==> src/sfg_pkg.sv <==
// shared constants, codes and beat structs of the scaled font text pixel generator
// no dependencies
`default_nettype none

package sfg_pkg;

  // sizing
  localparam int MAX_CHARS     = 32;
  localparam int GLYPH_ENTRIES = 256;
  localparam int GLYPH_WIDTH   = 5;
  localparam int GLYPH_HEIGHT  = 7;
  localparam int MAX_SCALE     = 8;
  localparam int CELL_COLUMNS  = GLYPH_WIDTH + 1;
  localparam int SPACE_CODE    = 32;

  // field widths
  localparam int CMD_W      = 2;
  localparam int CODE_W     = 8;
  localparam int GLYPH_BITS = GLYPH_WIDTH * GLYPH_HEIGHT;
  localparam int TEXT_POS_W = 5;
  localparam int COLOR_W    = 16;
  localparam int SCALE_W    = 4;
  localparam int LENGTH_W   = 6;
  localparam int CFG_IDX_W  = 2;
  localparam int CFG_DATA_W = 16;
  localparam int IN_DATA_W  = 56;

  // derived widths
  localparam int CHAR_AW   = (MAX_CHARS > 1) ? $clog2(MAX_CHARS) : 1;
  localparam int LEN_W     = $clog2(MAX_CHARS + 1);
  localparam int GLYPH_AW  = $clog2(GLYPH_ENTRIES);
  localparam int SC_W      = $clog2(MAX_SCALE + 1);
  localparam int REP_W     = (MAX_SCALE > 1) ? $clog2(MAX_SCALE) : 1;
  localparam int ROW_W     = $clog2(GLYPH_HEIGHT * MAX_SCALE);
  localparam int ROWLIM_W  = $clog2(GLYPH_HEIGHT * MAX_SCALE + 1);
  localparam int FROW_W    = 3;
  localparam int COL_W     = 3;
  localparam int BIT_IDX_W = 6;

  // space fallback glyph
  localparam bit SPACE_OK = (SPACE_CODE < GLYPH_ENTRIES);
  localparam logic [GLYPH_AW-1:0] SPACE_IDX = SPACE_OK ? GLYPH_AW'(SPACE_CODE) : '0;

  // reset values of the registers
  localparam logic [COLOR_W-1:0]  FG_RESET     = 16'hFFFF;
  localparam logic [COLOR_W-1:0]  BG_RESET     = 16'h0000;
  localparam logic [SCALE_W-1:0]  SCALE_RESET  = 4'd1;
  localparam logic [LENGTH_W-1:0] LENGTH_RESET = 6'd1;

  typedef enum logic [CMD_W-1:0] {
    CMD_LOAD_GLYPH = 2'd0,
    CMD_LOAD_TEXT  = 2'd1,
    CMD_PIXEL      = 2'd2,
    CMD_RESTART    = 2'd3
  } cmd_t;

  typedef enum logic [CFG_IDX_W-1:0] {
    REG_FG_COLOR    = 2'd0,
    REG_BG_COLOR    = 2'd1,
    REG_SCALE       = 2'd2,
    REG_TEXT_LENGTH = 2'd3
  } cfg_reg_t;

  // per-pixel control travelling down the lookup pipeline
  typedef struct packed {
    logic [FROW_W-1:0] font_row;
    logic [COL_W-1:0]  col;
    logic              gap;
    logic              row_end;
    logic              window_end;
  } pix_info_t;

  // pixel decision handed to the output buffer
  typedef struct packed {
    logic lit;
    logic row_end;
    logic window_end;
  } pix_res_t;

  // one output beat
  typedef struct packed {
    logic [COLOR_W-1:0] color;
    logic               row_end;
    logic               window_end;
  } out_beat_t;

endpackage

`default_nettype wire

==> src/sfg_raster.sv <==
// raster position counters: character, cell column, replication and row
// depends on sfg_pkg
`default_nettype none

module sfg_raster (
  input  wire logic                          clk,
  input  wire logic                          rst_n,
  input  wire logic                          step,
  input  wire logic                          restart,
  input  wire logic [sfg_pkg::SC_W-1:0]      scale_eff,
  input  wire logic [sfg_pkg::LEN_W-1:0]     len_eff,
  output logic      [sfg_pkg::CHAR_AW-1:0]   char_idx,
  output sfg_pkg::pix_info_t                 info
);

  logic [sfg_pkg::CHAR_AW-1:0]  char_r, char_nxt, c_char;
  logic [sfg_pkg::COL_W-1:0]    col_r, col_nxt, c_col;
  logic [sfg_pkg::REP_W-1:0]    rep_r, rep_nxt, c_rep;
  logic [sfg_pkg::ROW_W-1:0]    row_r, row_nxt, c_row;
  logic [sfg_pkg::ROWLIM_W-1:0] rows_total;
  logic [sfg_pkg::FROW_W-1:0]   font_row;
  logic                         oob, last_in_row, last_row;

  // window limits and out-of-window restart
  always_comb begin
    rows_total = sfg_pkg::ROWLIM_W'(sfg_pkg::GLYPH_HEIGHT) * sfg_pkg::ROWLIM_W'(scale_eff);
    oob = (sfg_pkg::LEN_W'(char_r) >= len_eff) ||
          (col_r >= sfg_pkg::COL_W'(sfg_pkg::CELL_COLUMNS)) ||
          (sfg_pkg::SC_W'(rep_r) >= scale_eff) ||
          (sfg_pkg::ROWLIM_W'(row_r) >= rows_total);
    c_char = oob ? '0 : char_r;
    c_col  = oob ? '0 : col_r;
    c_rep  = oob ? '0 : rep_r;
    c_row  = oob ? '0 : row_r;
  end

  // glyph row = row / scale, by comparing against the six row boundaries
  always_comb begin
    font_row = '0;
    for (int k = 1; k < sfg_pkg::GLYPH_HEIGHT; k++) begin
      if (sfg_pkg::ROWLIM_W'(c_row) >=
          sfg_pkg::ROWLIM_W'(k) * sfg_pkg::ROWLIM_W'(scale_eff)) begin
        font_row = font_row + sfg_pkg::FROW_W'(1);
      end
    end
  end

  // end-of-row and end-of-window flags
  always_comb begin
    last_in_row = (sfg_pkg::LEN_W'(c_char) == len_eff - sfg_pkg::LEN_W'(1)) &&
                  (c_col == sfg_pkg::COL_W'(sfg_pkg::CELL_COLUMNS - 1)) &&
                  (sfg_pkg::SC_W'(c_rep) == scale_eff - sfg_pkg::SC_W'(1));
    last_row    = (sfg_pkg::ROWLIM_W'(c_row) == rows_total - sfg_pkg::ROWLIM_W'(1));
  end

  // advance to the next pixel
  always_comb begin
    char_nxt = c_char;
    col_nxt  = c_col;
    rep_nxt  = c_rep;
    row_nxt  = c_row;
    if (last_in_row) begin
      char_nxt = '0;
      col_nxt  = '0;
      rep_nxt  = '0;
      row_nxt  = last_row ? '0 : c_row + sfg_pkg::ROW_W'(1);
    end else if (sfg_pkg::SC_W'(c_rep) + sfg_pkg::SC_W'(1) < scale_eff) begin
      rep_nxt = c_rep + sfg_pkg::REP_W'(1);
    end else begin
      rep_nxt = '0;
      if (c_col + sfg_pkg::COL_W'(1) < sfg_pkg::COL_W'(sfg_pkg::CELL_COLUMNS)) begin
        col_nxt = c_col + sfg_pkg::COL_W'(1);
      end else begin
        col_nxt  = '0;
        char_nxt = c_char + sfg_pkg::CHAR_AW'(1);
      end
    end
  end

  always_ff @(posedge clk) begin
    if (!rst_n || restart) begin
      char_r <= '0;
      col_r  <= '0;
      rep_r  <= '0;
      row_r  <= '0;
    end else if (step) begin
      char_r <= char_nxt;
      col_r  <= col_nxt;
      rep_r  <= rep_nxt;
      row_r  <= row_nxt;
    end
  end

  assign char_idx        = c_char;
  assign info.font_row   = font_row;
  assign info.col        = c_col;
  assign info.gap        = (c_col >= sfg_pkg::COL_W'(sfg_pkg::GLYPH_WIDTH));
  assign info.row_end    = last_in_row;
  assign info.window_end = last_in_row && last_row;

endmodule

`default_nettype wire

==> config.mk <==
export PLATFORM = sky130hd
export DESIGN_NAME = sfg_raster
export DESIGN_NICKNAME = d
export VERILOG_FILES = /design/src/sfg_pkg.sv /design/src/sfg_raster.sv
export SDC_FILE = /design/constraint.sdc
export NUM_CORES = 1
export LEC_CHECK = 0
export ABC_AREA = 1
export BUFFER_PORTS_ARGS = -buffer_cell sky130_fd_sc_hd__buf_2
export CELL_PAD_IN_SITES_DETAIL_PLACEMENT = 1
export CELL_PAD_IN_SITES_GLOBAL_PLACEMENT = 2
export CORE_MARGIN = 3
export CORE_UTILIZATION = 34
export DETAILED_ROUTE_END_ITERATION = 16
export PLACE_DENSITY = 0.94
export SYNTH_ARGS = -nofsm -noshare
export SYNTH_HDL_FRONTEND = slang
export SYNTH_SLANG_ARGS = --single-unit
==> constraint.sdc <==
create_clock -name clk -period 7.1 [get_ports clk]
set_clock_uncertainty 0.1 [all_clocks]
set_input_delay 0.355 -clock clk [delete_from_list [all_inputs] [get_ports clk]]
set_output_delay 0.355 -clock clk [all_outputs]
set_load 0.02 [all_outputs]
* After elaboration in Yosys (flattened, before gate mapping)
Cells that the tools add are included.
** Storage, ports and cells
- Logic and storage cells :: 66
- Flip-flop bits (word level) :: 17
** Operators by class
- Mux-type cells :: 20
- $add $sub $neg :: 13
- Order comparisons :: 13
- Reduce and logical (&&, ||, !) cells :: 8
- Eq/ne operators :: 4
- Multipliers :: 4
** Operators with widths (count)
- $mux W3 :: 12
- $ge A6 B6 Y1 :: 5
- $add A3 B1 Y3 const B :: 7
- $mux W5 :: 4
- $mux W6 :: 3
- $mul A3 B4 Y6 const A :: 2
- $sub A6 B1 Y6 const B :: 2
- $add A6 B1 Y6 const B :: 1
- $eq A5 B6 Y1 :: 1
- $eq A6 B6 Y1 :: 1
- $ge A3 B3 Y1 const B :: 2
- $ge A5 B6 Y1 :: 1
- $ge A6 B4 Y1 :: 1
- $ge A6 B5 Y1 :: 1
- $mul A2 B4 Y6 const A :: 1
- $add A5 B1 Y5 const B :: 1
- $mul A2 B4 Y5 const A :: 1
- $add A3 B1 Y4 const B :: 1
- $eq A3 B4 Y1 :: 1
- $ge A3 B4 Y1 :: 1
- $logic_or A1 B1 Y1 :: 4
- $lt A4 B4 Y1 :: 1
- $sub A4 B1 Y4 const B :: 1
- $eq A3 B3 Y1 const B :: 1
- 4 further kinds :: 6

* Logic depth before layout (Yosys ltp)
- Word-level depth :: 17
- Depth in mapped cells :: 41

* Worst setup path after synthesis
Ideal clock, no wire load.
- Path kind :: input-to-output
- From :: in scale_eff[0] (netlist name)
- To :: out info[8] (netlist name)
- Data arrival time :: 5994 ps
- Stages on the path :: 33
- Required time :: 6645 ps
- Setup slack :: 651 ps
- Cells stage by stage :: fa_1 > ha_1 > fa_1 > inv_1 > ha_1 > a21o_1 > nand4_1 > nand3_2 > nor2_8 > inv_1 > nor2_4 > inv_1 > ha_1 > o21ai_0 > nand2_1 > a21oi_1 > nor2_1 > nor4_1 > ha_1 > inv_1 > xor2_1 > inv_1 > ha_1 > nand2_1 > nand2_1 > ha_1 > or2_0 > and2_1 > ha_1 > nand2_1 > xor2_1 > xnor2_1 > inv_1
** RTL lines
- start: declaration :: RTL line sfg_raster.sv:10 : input wire logic [sfg_pkg::SC_W-1:0] scale_eff,
- end: declaration :: RTL line sfg_raster.sv:13 : output sfg_pkg::pix_info_t info

==> summary.txt <==
Worst setup path
  – R2r setup slk: about 3.0 ns
  – WP data arrival: around 6.3 ns
  – Most common cell on crit path: ha_1
  – CP top delay family: adder cells
  – Worst path slowest cell: fa_1
  – Crit Path Category: input port to primary output
  – Crit-path max FO: 7
  – Worst path max stage delay: about 0.54 ns
  – Worst setup EP type: primary output
  – Crit start category: input port
  – Worst endpoint required time: roughly 6.6 ns
  – Buf/Inv on CP: 8

Drt
  – Vias: ~3500
  – ANT nets after route: 0
  – First-pass DRT Iterations: 4
  – Starting DRT DRC Count: 81
  – DRC violations left: 0
  – Drt wl/cell: about 15 um
  – Routed vias/inst: between 4 and 5
  – WL final: approximately 10000 um

Yosys
  – Yosys warnings: 0
  – Post-Syn Area: ~0.0034 mm2
  – Most area-consuming cells after synthesis: ha_1, nand2_1, dfxtp_1
  – Commonest cells post-synth: nand2_1, inv_1, ha_1
  – Synth Area per Inst: between 6 and 7 um2
  – Post-synth top area share: 24.35%
  – Most used DFF post-synth: dfxtp_1
  – Count leader, synth: nand2_1
  – Post-Synthesis Cells: approximately 530
  – Ys async rst share: 0%
  – Register area share after synthesis: about 10%
  – #FFs+latches synth: 17
  – Synth unique cells: 39
  – Post-synth top area cell: ha_1
  – Number of flops mapped to enable cells by yosys: 0
  – Net count after synthesis: just over 600

Final layout
  – # nets final: between 600 and 700
  – P&R area growth vs syn: 14.06%
  – N_diodes: 0
  – Ratio of cells with drive above 1 in the final layout: 15.11%
  – Final cell count without fillers: around 700

Clock tree
  – TritonCTS clock tree: done
  – Clk sink count: 17
  – Clock Tree Root: clkbuf_8
  – # H-tree levels: 1
  – Clk buf depth: 2
  – CTS buffer count: 3
  – Worst-Skew Late Latency: approximately 0.26 ns
  – CTS clk-pin slew, worst paths: roughly 0.07 ns

Timing
  – Fin crit period: between 6 and 7 ns
  – Setup TNS after final layout: 0 ns
  – Hold Vio Cnt, Final: 0
  – Slew @ Worst Pin: approximately 0.66 ns
  – Slew Limit Fails: 0
  – Fmax: around 150 MHz
  – Final setup fails: 0
  – Slew HR: roughly 56%
  – Period utilisation layout: a little over nine tenths

Placed design
  – Post-DP HPWL: ~8600 um
  – Port bufs: 27
  – Final GP Congestion: 0.8652
  – Cells after DPL: just under 700

Worst hold path
  – Min-delay worst type: input port to register

Global route
  – Global-route wire length before repair: 17350 um
  – Grt ovf: 0
  – Total track usage: 18.67%
  – Vias in the first global route: between 3000 and 4000
  – Initial antenna violation count: 0
  – Largest net degree at the start of global routing: 23

Power
  – Leak: 0.002206 uW
  – P per Cell Area: ~90 mW/mm2
  – Max VDD drop: ~61 uV

Run
  – Max Cap Viol: 0

Die
  – Core area: between 0.009 and 0.01 mm2
  – IO Count: 28
  – Row cnt: 35
  – Die ar.: 0.01121 mm2
  – Die Ht: about 110 um
  – Initial core utilization: between 30 and 40%
  – Die W: 105.9 um

Outcome
  – Status: finished, final reports clean
==> worst register-to-register path, delay by kind of cell (launching register included) <==
kind | cells | cell delay, ns
AOI/OAI and AO/OA | 4 | 0.62
adders and majority gates | 3 | 0.80
DFF | 1 | 0.41
buffers and inverters | 5 | 0.51
muxes | 1 | 0.36
and+or+nand+nor | 12 | 1.18
==> report_power, final <==
group	switching (uW)	total, uW	internal, uW
Clock	35.4	75.4	39.9
Sequential	0.290	96.1	95.8
Combinational	114	182	67.5
Total	150	353	203
==> cell type report <==
class                      instances  area (um2)
fill                            1299        5592
multi-input combinational        409        2688
inverter                          93       349.1
sequential                        17       340.3
timing repair buffer              46       284.0
tap                              129       161.4
clock buffer                       4       45.04
==> path summary, 6_finish.rpt <==
path	from	endpoint	depth (start not counted)
max	scale_eff[1]	info[8]	36
min reg2reg	rep_r[0]$_SDFFE_PP0P_	rep_r[0]$_SDFFE_PP0P_	2
max reg2reg	char_r[0]$_SDFFE_PP0P_	char_r[1]$_SDFFE_PP0P_	25
min	step	row_r[4]$_SDFFE_PP0P_	3
==> flip-flops by register name, indices dropped and copies added, names as in the netlist <==
signal  count
row_r       6
rep_r       3
col_r       3
char_r      5
==> logic make-up after synthesis <==
group,after synthesis,synth area share [%]
flops,17,10.04
fa+ha+maj,72,27.90
xor+xnor,22,5.904
simple gates,260,34.98
mux,1,0.3321
buf+inv,99,11.88
compound gates,54,8.967
==> metrics by stage <==
stage          hold slack (ns)  area, um2  worst slack, ns  power, uW  utilization, %
4_1_cts                 0.2849       3769          0.01205      348.4           39.84
2_1_floorplan           0.3453       3391           0.6513      224.6               -
3_3_place_gp            0.3528       3724           0.2315      262.2           39.37
3_5_place_dp            0.3591       3724          0.01984      272.4           39.37
6_report                0.2873       3867           0.3202      352.9           40.89
5_1_grt                 0.3170       3867         -0.04907      385.9           40.89
==> cell usage in the layout (no fill, tap or decap), types with 14 or more instances in the layout <==
cell,count
nand2_1,136
inv_1,85
ha_1,64
nand3_1,43
nor2_1,38
a21oi_1,33
buf_2,26
buf_4,18
dfxtp_1,17
nand2_2,14
==> layer usage <==
metal | track usage [%] | wire [um]
met5 | 0 | 0
met4 | 3.793 | 195
met3 | 1.531 | 305
met2 | 35.93 | 5201
met1 | 22.41 | 4444
==> repair_timing <==
action                     in CTS  in global routing
hold buffers                    0                  0
setup buffers                   0                  7
resized for setup               0                 16
setup endpoints to repair       0                  2
(Power assumes the default switching activity.)
