===== src/sfg_pkg.sv =====
// shared constants, codes and beat structs of the scaled font text pixel generator
// no dependencies
`default_nettype none

package sfg_pkg;

  // sizing
  localparam int MAX_CHARS     = 32;
  localparam int GLYPH_ENTRIES = 256;
  localparam int GLYPH_WIDTH   = 5;
  localparam int GLYPH_HEIGHT  = 7;
  localparam int MAX_SCALE     = 8;
  localparam int CELL_COLUMNS  = GLYPH_WIDTH + 1;
  localparam int SPACE_CODE    = 32;

  // field widths
  localparam int CMD_W      = 2;
  localparam int CODE_W     = 8;
  localparam int GLYPH_BITS = GLYPH_WIDTH * GLYPH_HEIGHT;
  localparam int TEXT_POS_W = 5;
  localparam int COLOR_W    = 16;
  localparam int SCALE_W    = 4;
  localparam int LENGTH_W   = 6;
  localparam int CFG_IDX_W  = 2;
  localparam int CFG_DATA_W = 16;
  localparam int IN_DATA_W  = 56;

  // derived widths
  localparam int CHAR_AW   = (MAX_CHARS > 1) ? $clog2(MAX_CHARS) : 1;
  localparam int LEN_W     = $clog2(MAX_CHARS + 1);
  localparam int GLYPH_AW  = $clog2(GLYPH_ENTRIES);
  localparam int SC_W      = $clog2(MAX_SCALE + 1);
  localparam int REP_W     = (MAX_SCALE > 1) ? $clog2(MAX_SCALE) : 1;
  localparam int ROW_W     = $clog2(GLYPH_HEIGHT * MAX_SCALE);
  localparam int ROWLIM_W  = $clog2(GLYPH_HEIGHT * MAX_SCALE + 1);
  localparam int FROW_W    = 3;
  localparam int COL_W     = 3;
  localparam int BIT_IDX_W = 6;

  // space fallback glyph
  localparam bit SPACE_OK = (SPACE_CODE < GLYPH_ENTRIES);
  localparam logic [GLYPH_AW-1:0] SPACE_IDX = SPACE_OK ? GLYPH_AW'(SPACE_CODE) : '0;

  // reset values of the registers
  localparam logic [COLOR_W-1:0]  FG_RESET     = 16'hFFFF;
  localparam logic [COLOR_W-1:0]  BG_RESET     = 16'h0000;
  localparam logic [SCALE_W-1:0]  SCALE_RESET  = 4'd1;
  localparam logic [LENGTH_W-1:0] LENGTH_RESET = 6'd1;

  typedef enum logic [CMD_W-1:0] {
    CMD_LOAD_GLYPH = 2'd0,
    CMD_LOAD_TEXT  = 2'd1,
    CMD_PIXEL      = 2'd2,
    CMD_RESTART    = 2'd3
  } cmd_t;

  typedef enum logic [CFG_IDX_W-1:0] {
    REG_FG_COLOR    = 2'd0,
    REG_BG_COLOR    = 2'd1,
    REG_SCALE       = 2'd2,
    REG_TEXT_LENGTH = 2'd3
  } cfg_reg_t;

  // per-pixel control travelling down the lookup pipeline
  typedef struct packed {
    logic [FROW_W-1:0] font_row;
    logic [COL_W-1:0]  col;
    logic              gap;
    logic              row_end;
    logic              window_end;
  } pix_info_t;

  // pixel decision handed to the output buffer
  typedef struct packed {
    logic lit;
    logic row_end;
    logic window_end;
  } pix_res_t;

  // one output beat
  typedef struct packed {
    logic [COLOR_W-1:0] color;
    logic               row_end;
    logic               window_end;
  } out_beat_t;

endpackage

`default_nettype wire


===== src/sfg_out_buf.sv =====
// output register with skid stage, colors applied on entry
// depends on sfg_pkg
`default_nettype none

module sfg_out_buf (
  input  wire logic                          clk,
  input  wire logic                          rst_n,
  input  wire logic                          res_valid,
  input  wire sfg_pkg::pix_res_t             res,
  input  wire logic [sfg_pkg::COLOR_W-1:0]   fg_color,
  input  wire logic [sfg_pkg::COLOR_W-1:0]   bg_color,
  input  wire logic                          out_tready,
  output logic                               out_tvalid,
  output sfg_pkg::out_beat_t                 out_beat,
  output logic                               adv
);

  sfg_pkg::out_beat_t out_r, skid_r, new_beat;
  logic               out_v_r, skid_v_r, take;

  always_comb begin
    new_beat.color      = res.lit ? fg_color : bg_color;
    new_beat.row_end    = res.row_end;
    new_beat.window_end = res.window_end;
    take = out_v_r && out_tready;
  end

  // valid flags
  always_ff @(posedge clk) begin
    if (!rst_n) begin
      out_v_r  <= 1'b0;
      skid_v_r <= 1'b0;
    end else if (skid_v_r) begin
      if (take) begin
        skid_v_r <= 1'b0;
      end
    end else if (res_valid) begin
      if (!out_v_r || take) begin
        out_v_r <= 1'b1;
      end else begin
        skid_v_r <= 1'b1;
      end
    end else if (take) begin
      out_v_r <= 1'b0;
    end
  end

  // payload
  always_ff @(posedge clk) begin
    if (skid_v_r) begin
      if (take) begin
        out_r <= skid_r;
      end
    end else if (res_valid) begin
      if (!out_v_r || take) begin
        out_r <= new_beat;
      end else begin
        skid_r <= new_beat;
      end
    end
  end

  assign out_tvalid = out_v_r;
  assign out_beat   = out_r;
  assign adv        = !skid_v_r;

endmodule

`default_nettype wire


===== config.mk =====
export PLATFORM = sky130hd
export DESIGN_NAME = sfg_out_buf
export DESIGN_NICKNAME = d
export VERILOG_FILES = /design/src/sfg_pkg.sv /design/src/sfg_out_buf.sv
export SDC_FILE = /design/constraint.sdc
export NUM_CORES = 1
export LEC_CHECK = 0
export ABC_AREA = 1
export BUFFER_PORTS_ARGS = -buffer_cell sky130_fd_sc_hd__buf_2
export CORE_MARGIN = 1
export CORE_UTILIZATION = 45
export CTS_CLUSTER_DIAMETER = 80
export DETAILED_ROUTE_END_ITERATION = 8
export PLACE_DENSITY = 0.75
export SLEW_MARGIN = 15
export SYNTH_ARGS = -nofsm -noshare
export SYNTH_HDL_FRONTEND = slang
export SYNTH_SLANG_ARGS = --single-unit

===== constraint.sdc =====
create_clock -name clk -period 1.87 [get_ports clk]
set_input_delay 0.561 -clock clk [delete_from_list [all_inputs] [get_ports clk]]
set_output_delay 0.561 -clock clk [all_outputs]
set_load 0.03 [all_outputs]

# After elaboration in Yosys (flattened, before gate mapping)

Cells that the tools add are included.

Eq/ne operators: 2
Multiplexer cells: 12
Bitwise operators: 2
Reductions and logical operators: 10

Operators by type and width:

| cell                                                   | number |
|---|---|
| 2-to-1 mux 18 bit                                      | 4 |
| 2-to-1 mux 16 bit                                      | 1 |
| AND reduction 3 bit                                    | 3 |
| 2-to-1 mux 1 bit                                       | 7 |
| nonzero test 2 bit                                     | 3 |
| inequality test 2 x 1 -> 1 bit (second input constant) | 2 |
| zero test 1 bit                                        | 2 |
| inverter 1 bit                                         | 2 |
| logical AND 1 bit                                      | 1 |
| logical OR 1 bit                                       | 1 |

Flip-flop bits (word level): 38
Bits of input ports: 39
Output and inout port bits: 20
Logic and storage cells: 34

# Longest topological paths before layout

Gate-level depths: netlist (run 1).

Depth after elaboration: 5
Depth in mapped cells: 6
Gate-level depth less buffers: 4

# Worst setup path after synthesis (run 1)

No wires, ideal clock.

Path type: register -> register
Start: register out_v_r, in the netlist out_tvalid
End: register skid_r[0] (netlist bit) (enable)
Setup time: 0.393 ns
Arrival: 1.548 ns
Data required time: 1.477 ns
Slack: -0.071 ns
Stages on the path, launching flop included: 5
Path buffers: 0
Period minus slack after synthesis: 1.941 ns
Path through: dfxtp_1 inv_1 nor2_1 nand2_1 nor2_1

Cells in the longest elaborated chain, start to end: 4
Elaborated cells on any way between the ends: 5
Those cells by class: 1 x bitwise; 4 x reduce/logical

RTL lines:

| what                                                 | line                                 | text |
|---|---|---|
| from (decl)                                          | sfg_out_buf.sv:19                    | `logic out_v_r, skid_v_r, take;` |
| from (signal assigned)                               | sfg_out_buf.sv:31                    | `out_v_r <= 1'b0;` |
| from (signal assigned)                               | sfg_out_buf.sv:39                    | `out_v_r <= 1'b1;` |
| from (signal assigned)                               | sfg_out_buf.sv:44                    | `out_v_r <= 1'b0;` |
| zero test 1 bit or logical AND 1 bit (tied branches) | sfg_out_buf.sv:55, sfg_out_buf.sv:25 |  |
| logical OR 1 bit *                                   | sfg_out_buf.sv:55                    | `if (!out_v_r \|\| take) begin` |
| inverter 1 bit (no line) *                           | -                                    |  |
| AND reduction 3 bit (no line) *                      | -                                    |  |
| to (signal assigned)                                 | sfg_out_buf.sv:58                    | `skid_r <= new_beat;` |
| to (decl)                                            | sfg_out_buf.sv:18                    | `sfg_pkg::out_beat_t out_r, skid_r, new_beat;` |

Every way passes the cells marked *; elsewhere a longest branch is shown, timed or not.
A chain may end at the register's enable or synchronous reset.

# Worst setup path after layout (run 1)

Start: register skid_v_r
End: output adv

Cells in the longest elaborated chain, start to end: 1

RTL lines:

| what                   | line              | text |
|---|---|---|
| from (decl)            | sfg_out_buf.sv:19 |  |
| from (signal assigned) | sfg_out_buf.sv:32 | `skid_v_r <= 1'b0;` |
| from (signal assigned) | sfg_out_buf.sv:35 | `skid_v_r <= 1'b0;` |
| from (signal assigned) | sfg_out_buf.sv:41 | `skid_v_r <= 1'b1;` |
| zero test 1 bit        | sfg_out_buf.sv:65 | `assign adv = !skid_v_r;` |
| to (decl)              | sfg_out_buf.sv:15 | `output logic adv` |

Every way passes these cells.

==> impl_metrics.json, run 1 <==
{
  "core_um2": 3770,
  "post_cts_buffers": 0,
  "grt_pass1_vias": 1344,
  "post-place-ws_ns": 0.366,
  "cts_tree": "done",
  "ff_latch_area_um2": 1120,
  "diodes": 0,
  "crit_fanout": 4,
  "final_cell_mix": "nand2_1 (74), buf_2 (58), edfxtp_1 (36), inv_1 (35), and2_1 (17)",
  "p_switching_uw": 498,
  "criticalPathCategory": "reg -> out",
  "rr_endpoint": "out_beat[4]",
  "hpwl_mm": 2.44,
  "netlist_area_um2": 1820,
  "holdBufCountCts": 0,
  "timing.rr.start": "skid_v_r",
  "vdd.ir_drop.worst_mv": 0.453,
  "setup_violations": 0,
  "cts.sinks": 38,
  "fin_util": 0.594,
  "port_buffers": 58,
  "layout-drive-gt1-share": 0.274,
  "power_frac_comb": 0.176,
  "multi_input_area_um2": 495,
  "fillCellCount": 323,
  "grt_max_degree": 19,
  "grt_first_pass_wirelength_mm": 5.85,
  "synthesis.nets": 234,
  "cell_internal_pwr_uw": 1380,
  "p_seq_frac": 0.543,
  "maxCapViolCount": 0,
  "syn2layout_area_growth_pct": 23.4,
  "initial_core_util": 0.481,
  "clock_path_buffers": 2,
  "yosysSeqAreaShare": 0.618,
  "final_common_cell": "nand2_1",
  "rsz0062_at_grt": "false",
  "relSlewSlack": 0.743,
  "r2r_slack_ns": 0.46,
  "powerDensity_nw_per_um2": 836,
  "fp.dieH_um": 65.5,
  "cts_max_level": 2,
  "io_pins": 59,
  "drv_slew": 0,
  "wl_per_cell_um": 11.4,
  "synth.distinct_cells": 12,
  "drt-total-wl_mm": 3.51,
  "track_usage": 0.188,
  "place_congestion": 0.754,
  "synth-seq-cells": 38,
  "end_kind": "primary output",
  "cp-start-kind": "register",
  "avgViaCountPerCell": 4.56,
  "grt_overflow": 0,
  "stdcell_count": 307,
  "max_freq_ghz": 0.659,
  "p_leak_uw": 0.00111,
  "drt-initial-drc-count": 75,
  "postSynthCellCount": 195,
  "crit_start": "skid_v_r",
  "rows": 22,
  "ctsRootBufferMaster": "clkbuf_8",
  "required_ns": 1.31,
  "die_w_um": 65.5,
  "min_period_over_period": 0.812,
  "crit_end": "adv",
  "post-route-min-period_ns": 1.52,
  "cts_buffers": 5,
  "die_area_um2": 4290,
  "yosys_warnings": 0,
  "drc_errors": 0,
  "tightestPinTransition_ns": 0.385,
  "p_clk_frac": 0.281,
  "clk_latency_ns": 0.29,
  "timing.final.hold_violations": 0,
  "path_clk_slew_ns": 0.07,
  "worstRegToRegCells": 5,
  "crit_arrival_ns": 0.96,
  "cts_resized": 0,
  "worst_slack_ns": 0.352,
  "holdCritPathClass": "in -> reg",
  "p_total_uw": 1870,
  "setup_tns_ns": 0,
  "finalClockSkew_ns": 0.00562,
  "dr.pass1.iters": 4,
  "swShare": 0.266,
  "dp.cells": 300,
  "syn_area_per_cell_um2": 9.31,
  "antenna_left": 0,
  "grt_antenna_before_repair": 0,
  "via_count": 1400,
  "status": "finished clean",
  "final_nets": 298
}
==> cell type report <==
| type | instances | share of cell area |
|---|---|---|
| Sequential cell | 38 | 0.500 |
| Tap cell | 48 | 0.0268 |
| Clock buffer | 7 | 0.0341 |
| Inverter | 36 | 0.0625 |
| Multi-Input combinational cell | 114 | 0.221 |
| Timing Repair Buffer | 64 | 0.155 |
==> layer usage <==
metal  global-route usage  part of all wire
met5                    0                 0
met4                0.106             0.025
met3               0.0330             0.049
met2                0.313              0.49
met1                0.230              0.44
==> stage by stage <==
| stage | hold slack (ns) | area, µm² |
|---|---|---|
| 2_1_floorplan | 0.491 | 1820 |
| 3_3_place_gp | 0.497 | 2160 |
| 3_5_place_dp | 0.505 | 2160 |
| 4_1_cts | 0.460 | 2240 |
| 5_1_grt | 0.464 | 2240 |
| 6_report | 0.460 | 2240 |
==> sequential cells by signal, summed over array words and instances, names as in the netlist <==
register    count
out_beat       18
out_tvalid      1
skid_r         18
skid_v_r        1
==> Yosys cell counts <==
library cell	instances	area, µm²
and2_1	17	106
buf_2	1	5.00
buf_4	3	22.5
buf_6	3	33.8
dfxtp_1	2	40.0
edfxtp_1	36	1080
inv_1	35	131
inv_6	1	8.76
nand2_1	74	278
nand3_1	16	80.1
nor2_1	5	18.8
o21ai_0	2	10.0
==> worst min path at each step <==
stage               startpoint            to  slack, ns  depth (start not counted)
finish                  res[0]     skid_r[0]       0.46                          1
global route            res[1]     skid_r[1]       0.46                          1
CTS                     res[1]     skid_r[1]       0.46                          1
detailed placement   skid_r[2]   out_beat[2]       0.51                          2
global placement     skid_r[1]   out_beat[1]       0.50                          2
floorplan           skid_r[11]  out_beat[11]       0.49                          2
==> worst max-delay path, cell delays in order, from the launching register on <==
cell and delay, ns:
dfxtp_1 0.33, inv_1 0.11, buf_2 0.22
==> power by group through the flow <==
stage               Sequential [µW]  Clock (µW)  Combinational (µW)
global placement               1040           0                 326
CTS                            1020         532                 334
detailed placement             1040           0                 333
finish                         1020         525                 330
global route                   1020         570                 367
floorplan                      1120           0                 137
==> kinds of logic after synthesis <==
kind of cell | Yosys count | synth area share
and+or+nand+nor | 112 | 0.266
AOI/OAI and AO/OA | 2 | 0.00551
buffers and inverters | 43 | 0.111
DFF | 38 | 0.618
No activity file was read; power rests on OpenSTA's default activity.
==> run 2: changes to the inputs <==
Clock period 1.87 ns to 1.32 ns, I/O delays scaled along.
==> impl_metrics.json, run 2 (same netlist as run 1, synthesis figures left out) <==
{
  "post-route-min-period_ns": 1.28,
  "maxCapViolCount": 0,
  "grt_first_pass_wirelength_mm": 5.78,
  "via_count": 1403,
  "final_nets": 299,
  "path_clk_slew_ns": 0.06,
  "fillCellCount": 333,
  "cpLargestDelayFamily": "flip-flops",
  "clock_path_buffers": 2,
  "syn2layout_area_growth_pct": 25.8,
  "drt-total-wl_mm": 3.34,
  "fin_util": 0.606,
  "cp_slowest_cell": "dfxtp_2",
  "ctsRootBufferMaster": "clkbuf_8",
  "initial_core_util": 0.481,
  "timing.final.hold_violations": 0,
  "critPathBufInv": 2,
  "status": "finished clean",
  "relSlewSlack": 0.747,
  "rr_endpoint": "out_beat[2]",
  "p_leak_uw": 0.00112,
  "setup_violations": 0,
  "drt-initial-drc-count": 112,
  "r2r_slack_ns": 0.14,
  "m1WireLength_mm": 1.37,
  "port_buffers": 58,
  "holdBufCountCts": 0,
  "finalClockSkew_ns": 0.00314,
  "post_dp_cell_area_um2": 2200,
  "place_congestion": 0.767,
  "wl_per_cell_um": 10.8,
  "crit_arrival_ns": 0.88,
  "powerDensity_nw_per_um2": 1160,
  "slowest_delay_ns": 0.34,
  "hpwl_mm": 2.46,
  "grt_overflow": 0,
  "cts_buffers": 5,
  "final_common_cell": "nand2_1",
  "cp-start-kind": "register",
  "design_area_um2": 2280,
  "worstRegToRegCells": 3,
  "min_period_over_period": 0.967,
  "worst_slack_ns": 0.0437,
  "layout-drive-gt1-share": 0.300,
  "hp-start": "res[1]",
  "worstPathCellList": "inv_2 -> buf_6",
  "drv_slew": 0,
  "rsz0062_at_grt": "false",
  "die_area_um2": 4290,
  "dp.cells": 301,
  "tightestPinTransition_ns": 0.379,
  "cts_max_level": 2,
  "vdd.ir_drop.worst_mv": 0.476,
  "track_usage": 0.187,
  "required_ns": 0.92,
  "grt_pass1_vias": 1328,
  "end_kind": "primary output",
  "cts_tree": "done",
  "io_pins": 59,
  "core_um2": 3770,
  "grt_antenna_before_repair": 0,
  "holdCritPathClass": "in -> reg",
  "whs_path_depth": 1,
  "dr.pass1.iters": 4,
  "rows": 22,
  "grt_max_degree": 19,
  "antenna_left": 0,
  "worstHoldEndpoint": "skid_r[1]",
  "top_layer": "met4",
  "final_cell_mix": "nand2_1 (73), buf_2 (57), edfxtp_1 (36), inv_1 (34)",
  "clk_latency_ns": 0.29,
  "avgViaCountPerCell": 4.56,
  "max_freq_ghz": 0.784,
  "stdcell_count": 308,
  "timing.rr.start": "out_tvalid",
  "drc_errors": 0,
  "post-place-ws_ns": -0.00448,
  "diodes": 0,
  "criticalPathCategory": "reg -> out",
  "cp.depth": 2,
  "post_cts_buffers": 0,
  "wl_met3_um": 162,
  "fp.dieH_um": 65.5,
  "setup_tns_ns": 0,
  "met2WireLength_mm": 1.70,
  "die_w_um": 65.5,
  "cts.sinks": 38,
  "crit_fanout": 6
}
## run 2: cell count changes in the layout (fill, tap and decap cells not counted), sizes merged
cell / previous run / this run
buf: 64 / 65
## run 2: power breakdown
part | switching (µW) | internal [µW] | leakage (µW)
sequential | 19.4 | 1420 | 0.000352
clock | 370 | 363 | 0.0000383
combinational | 308 | 176 | 0.000730
total | 698 | 1960 | 0.00112
## run 2: through the flow
| stage | power, µW | hold WS, ns |
|---|---|---|
| final | 2660 | 0.305 |
| after global routing | 2790 | 0.298 |
| after CTS | 2670 | 0.299 |
| after detailed placement | 1950 | 0.505 |
| after global placement | 1940 | 0.499 |
| after floorplan | 1780 | 0.491 |
## run 2: what timing repair did
action                                  in CTS  in global routing
endpoints found under the setup margin       1                  1
endpoints found under the hold margin        0                  0
gates resized for setup                      3                  1
## run 2: how the worst max path moves through the flow
stage / from / end / slack (ns)
2_1_floorplan: skid_v_r / skid_r[0] / 0.007
3_3_place_gp: out_tready / skid_r[2] / 0.02
3_5_place_dp: out_tready / skid_r[2] / -0.004
4_1_cts: skid_v_r / adv / 0.01
5_1_grt: skid_v_r / adv / 0.0005
6_report: skid_v_r / adv / 0.04
## run 2: cell type report
type / instances / area (µm²) / share of cell area
sequential: 38 / 1130 / 0.493
multi-input combinational: 114 / 507 / 0.222
timing repair buffer: 65 / 374 / 0.164
inverter: 36 / 140 / 0.0614
clock buffer: 7 / 76.3 / 0.0334
tap: 48 / 60.1 / 0.0263
## run 2: metal layers
layer	global-route usage	up-vias
met4	0.125	0
met2	0.317	50
met3	0.0399	10
li1	-	734
met1	0.210	609
met5	0	-
==> run 3: changes to the inputs <==
==> constraint.sdc (replaced) <==
create_clock -name clk -period 1.32 [get_ports clk]
set_input_delay 0.198 -clock clk [delete_from_list [all_inputs] [get_ports clk]]
set_output_delay 0.198 -clock clk [all_outputs]
set_load 0.03 [all_outputs]
==> impl_metrics.json, run 3 (same netlist as run 1, synthesis figures left out) <==
{
  "fp.dieH_um": 65.5,
  "cts_buffers": 5,
  "cts_max_level": 2,
  "end_kind": "register",
  "powerDensity_nw_per_um2": 1200,
  "wl_per_cell_um": 10.9,
  "diodes": 0,
  "post_cts_buffers": 0,
  "syn2layout_area_growth_pct": 24.9,
  "max_freq_ghz": 0.805,
  "core_um2": 3770,
  "vdd.ir_drop.worst_mv": 0.575,
  "grt_first_pass_wirelength_mm": 5.41,
  "timing.final.hold_violations": 0,
  "finalClockSkew_ns": 0.00316,
  "grt_antenna_before_repair": 0,
  "grt_overflow": 0,
  "hpwl_mm": 2.35,
  "path_clk_slew_ns": 0.07,
  "avgViaCountPerCell": 4.49,
  "r2r_slack_ns": 0.08,
  "cts_resized": 0,
  "drt-initial-drc-count": 111,
  "status": "finished clean",
  "post_dp_cell_area_um2": 2180,
  "relSlewSlack": 0.749,
  "use_met3": 0.0399,
  "maxCapViolCount": 0,
  "drc_errors": 0,
  "design_area_um2": 2270,
  "holdCritPathClass": "in -> reg",
  "grt_use_met2": 0.263,
  "holdBufCountCts": 0,
  "setup_tns_ns": 0,
  "criticalPathCategory": "reg -> reg",
  "track_usage": 0.173,
  "drv_slew": 0,
  "final_nets": 296,
  "clk_latency_ns": 0.28,
  "grt_pass1_vias": 1217,
  "crit_arrival_ns": 1.24,
  "port_buffers": 58,
  "rsz0062_at_grt": "false",
  "dr.pass1.iters": 4,
  "ctsRootBufferMaster": "clkbuf_8",
  "via_count": 1374,
  "drt-total-wl_mm": 3.33,
  "cts_tree": "done",
  "post-route-min-period_ns": 1.24,
  "cts.sinks": 38,
  "grt_max_degree": 19,
  "slowest_delay_ns": 0.35,
  "p_leak_uw": 0.00111,
  "io_pins": 59,
  "die_w_um": 65.5,
  "busiest_layer": "met2",
  "initial_core_util": 0.481,
  "layout-drive-gt1-share": 0.287,
  "cpLargestDelayFamily": "flip-flops",
  "setup_violations": 0,
  "antenna_left": 0,
  "critPathBufInv": 1,
  "cp-start-kind": "register",
  "final_cell_mix": "nand2_1 (73), buf_2 (58), edfxtp_1 (36), inv_1 (35)",
  "clock_path_buffers": 2,
  "cp_slowest_cell": "dfxtp_4",
  "die_area_um2": 4290,
  "place_congestion": 0.751,
  "final_common_cell": "nand2_1",
  "rows": 22,
  "min_period_over_period": 0.941,
  "use_met1": 0.228,
  "crit_fanout": 18,
  "tightestPinTransition_ns": 0.376,
  "required_ns": 1.32,
  "worstPathCellList": "o21ai_0 -> and2_2 -> buf_12"
}
## run 3: cell types whose count changed in the layout (fill, tap and decap cells not counted), sizes merged
cell and change:
buf -3, clkbuf +1
## run 3: worst paths after layout
path / from / to / cells past startpoint
worst min register to register: skid_r[10] / out_beat[10] / 2
worst max-delay path: out_tvalid / out_beat[16] / 3
worst min-delay path: res[1] / skid_r[1] / 1
worst max register to register: out_tvalid / out_beat[16] / 3
## run 3: stage by stage
stage	worst slack (ns)	hold slack, ns	cells	total power, µW	utilization
2_1_floorplan	0.00727	0.297	195	1780	-
3_3_place_gp	0.148	0.402	298	1930	0.577
3_5_place_dp	0.0901	0.397	298	1950	0.577
4_1_cts	0.0834	0.106	306	2740	0.601
5_1_grt	0.0296	0.100	306	2850	0.601
6_report	0.0779	0.110	306	2720	0.601
## run 3: worst reg2reg max path, stage by stage, from the launching register on
cell and delay, ns:
dfxtp_4 0.35, o21ai_0 0.23, and2_2 0.21, buf_12 0.15
## run 3: routing by layer
| metal | share of wire | vias to the layer above |
|---|---|---|
| met5 | 0 | - |
| met4 | 0.017 | 0 |
| met3 | 0.068 | 6 |
| met2 | 0.49 | 52 |
| met1 | 0.42 | 592 |
| li1 | - | 724 |
## run 3: final cells by class
cell class              instances  area, µm²
clock buffers                   8       90.1
well taps                      48       60.1
inverters                      36        140
repair buffers                 62        345
fillers                       353       1500
multi-input cells             114        507
flip-flops and latches         38       1120
## run 3: report_power, final
part	switching, µW	internal, µW	leakage (µW)
Clock	377	426	0.0000455
Combinational	304	169	0.000712
Sequential	20.0	1420	0.000351
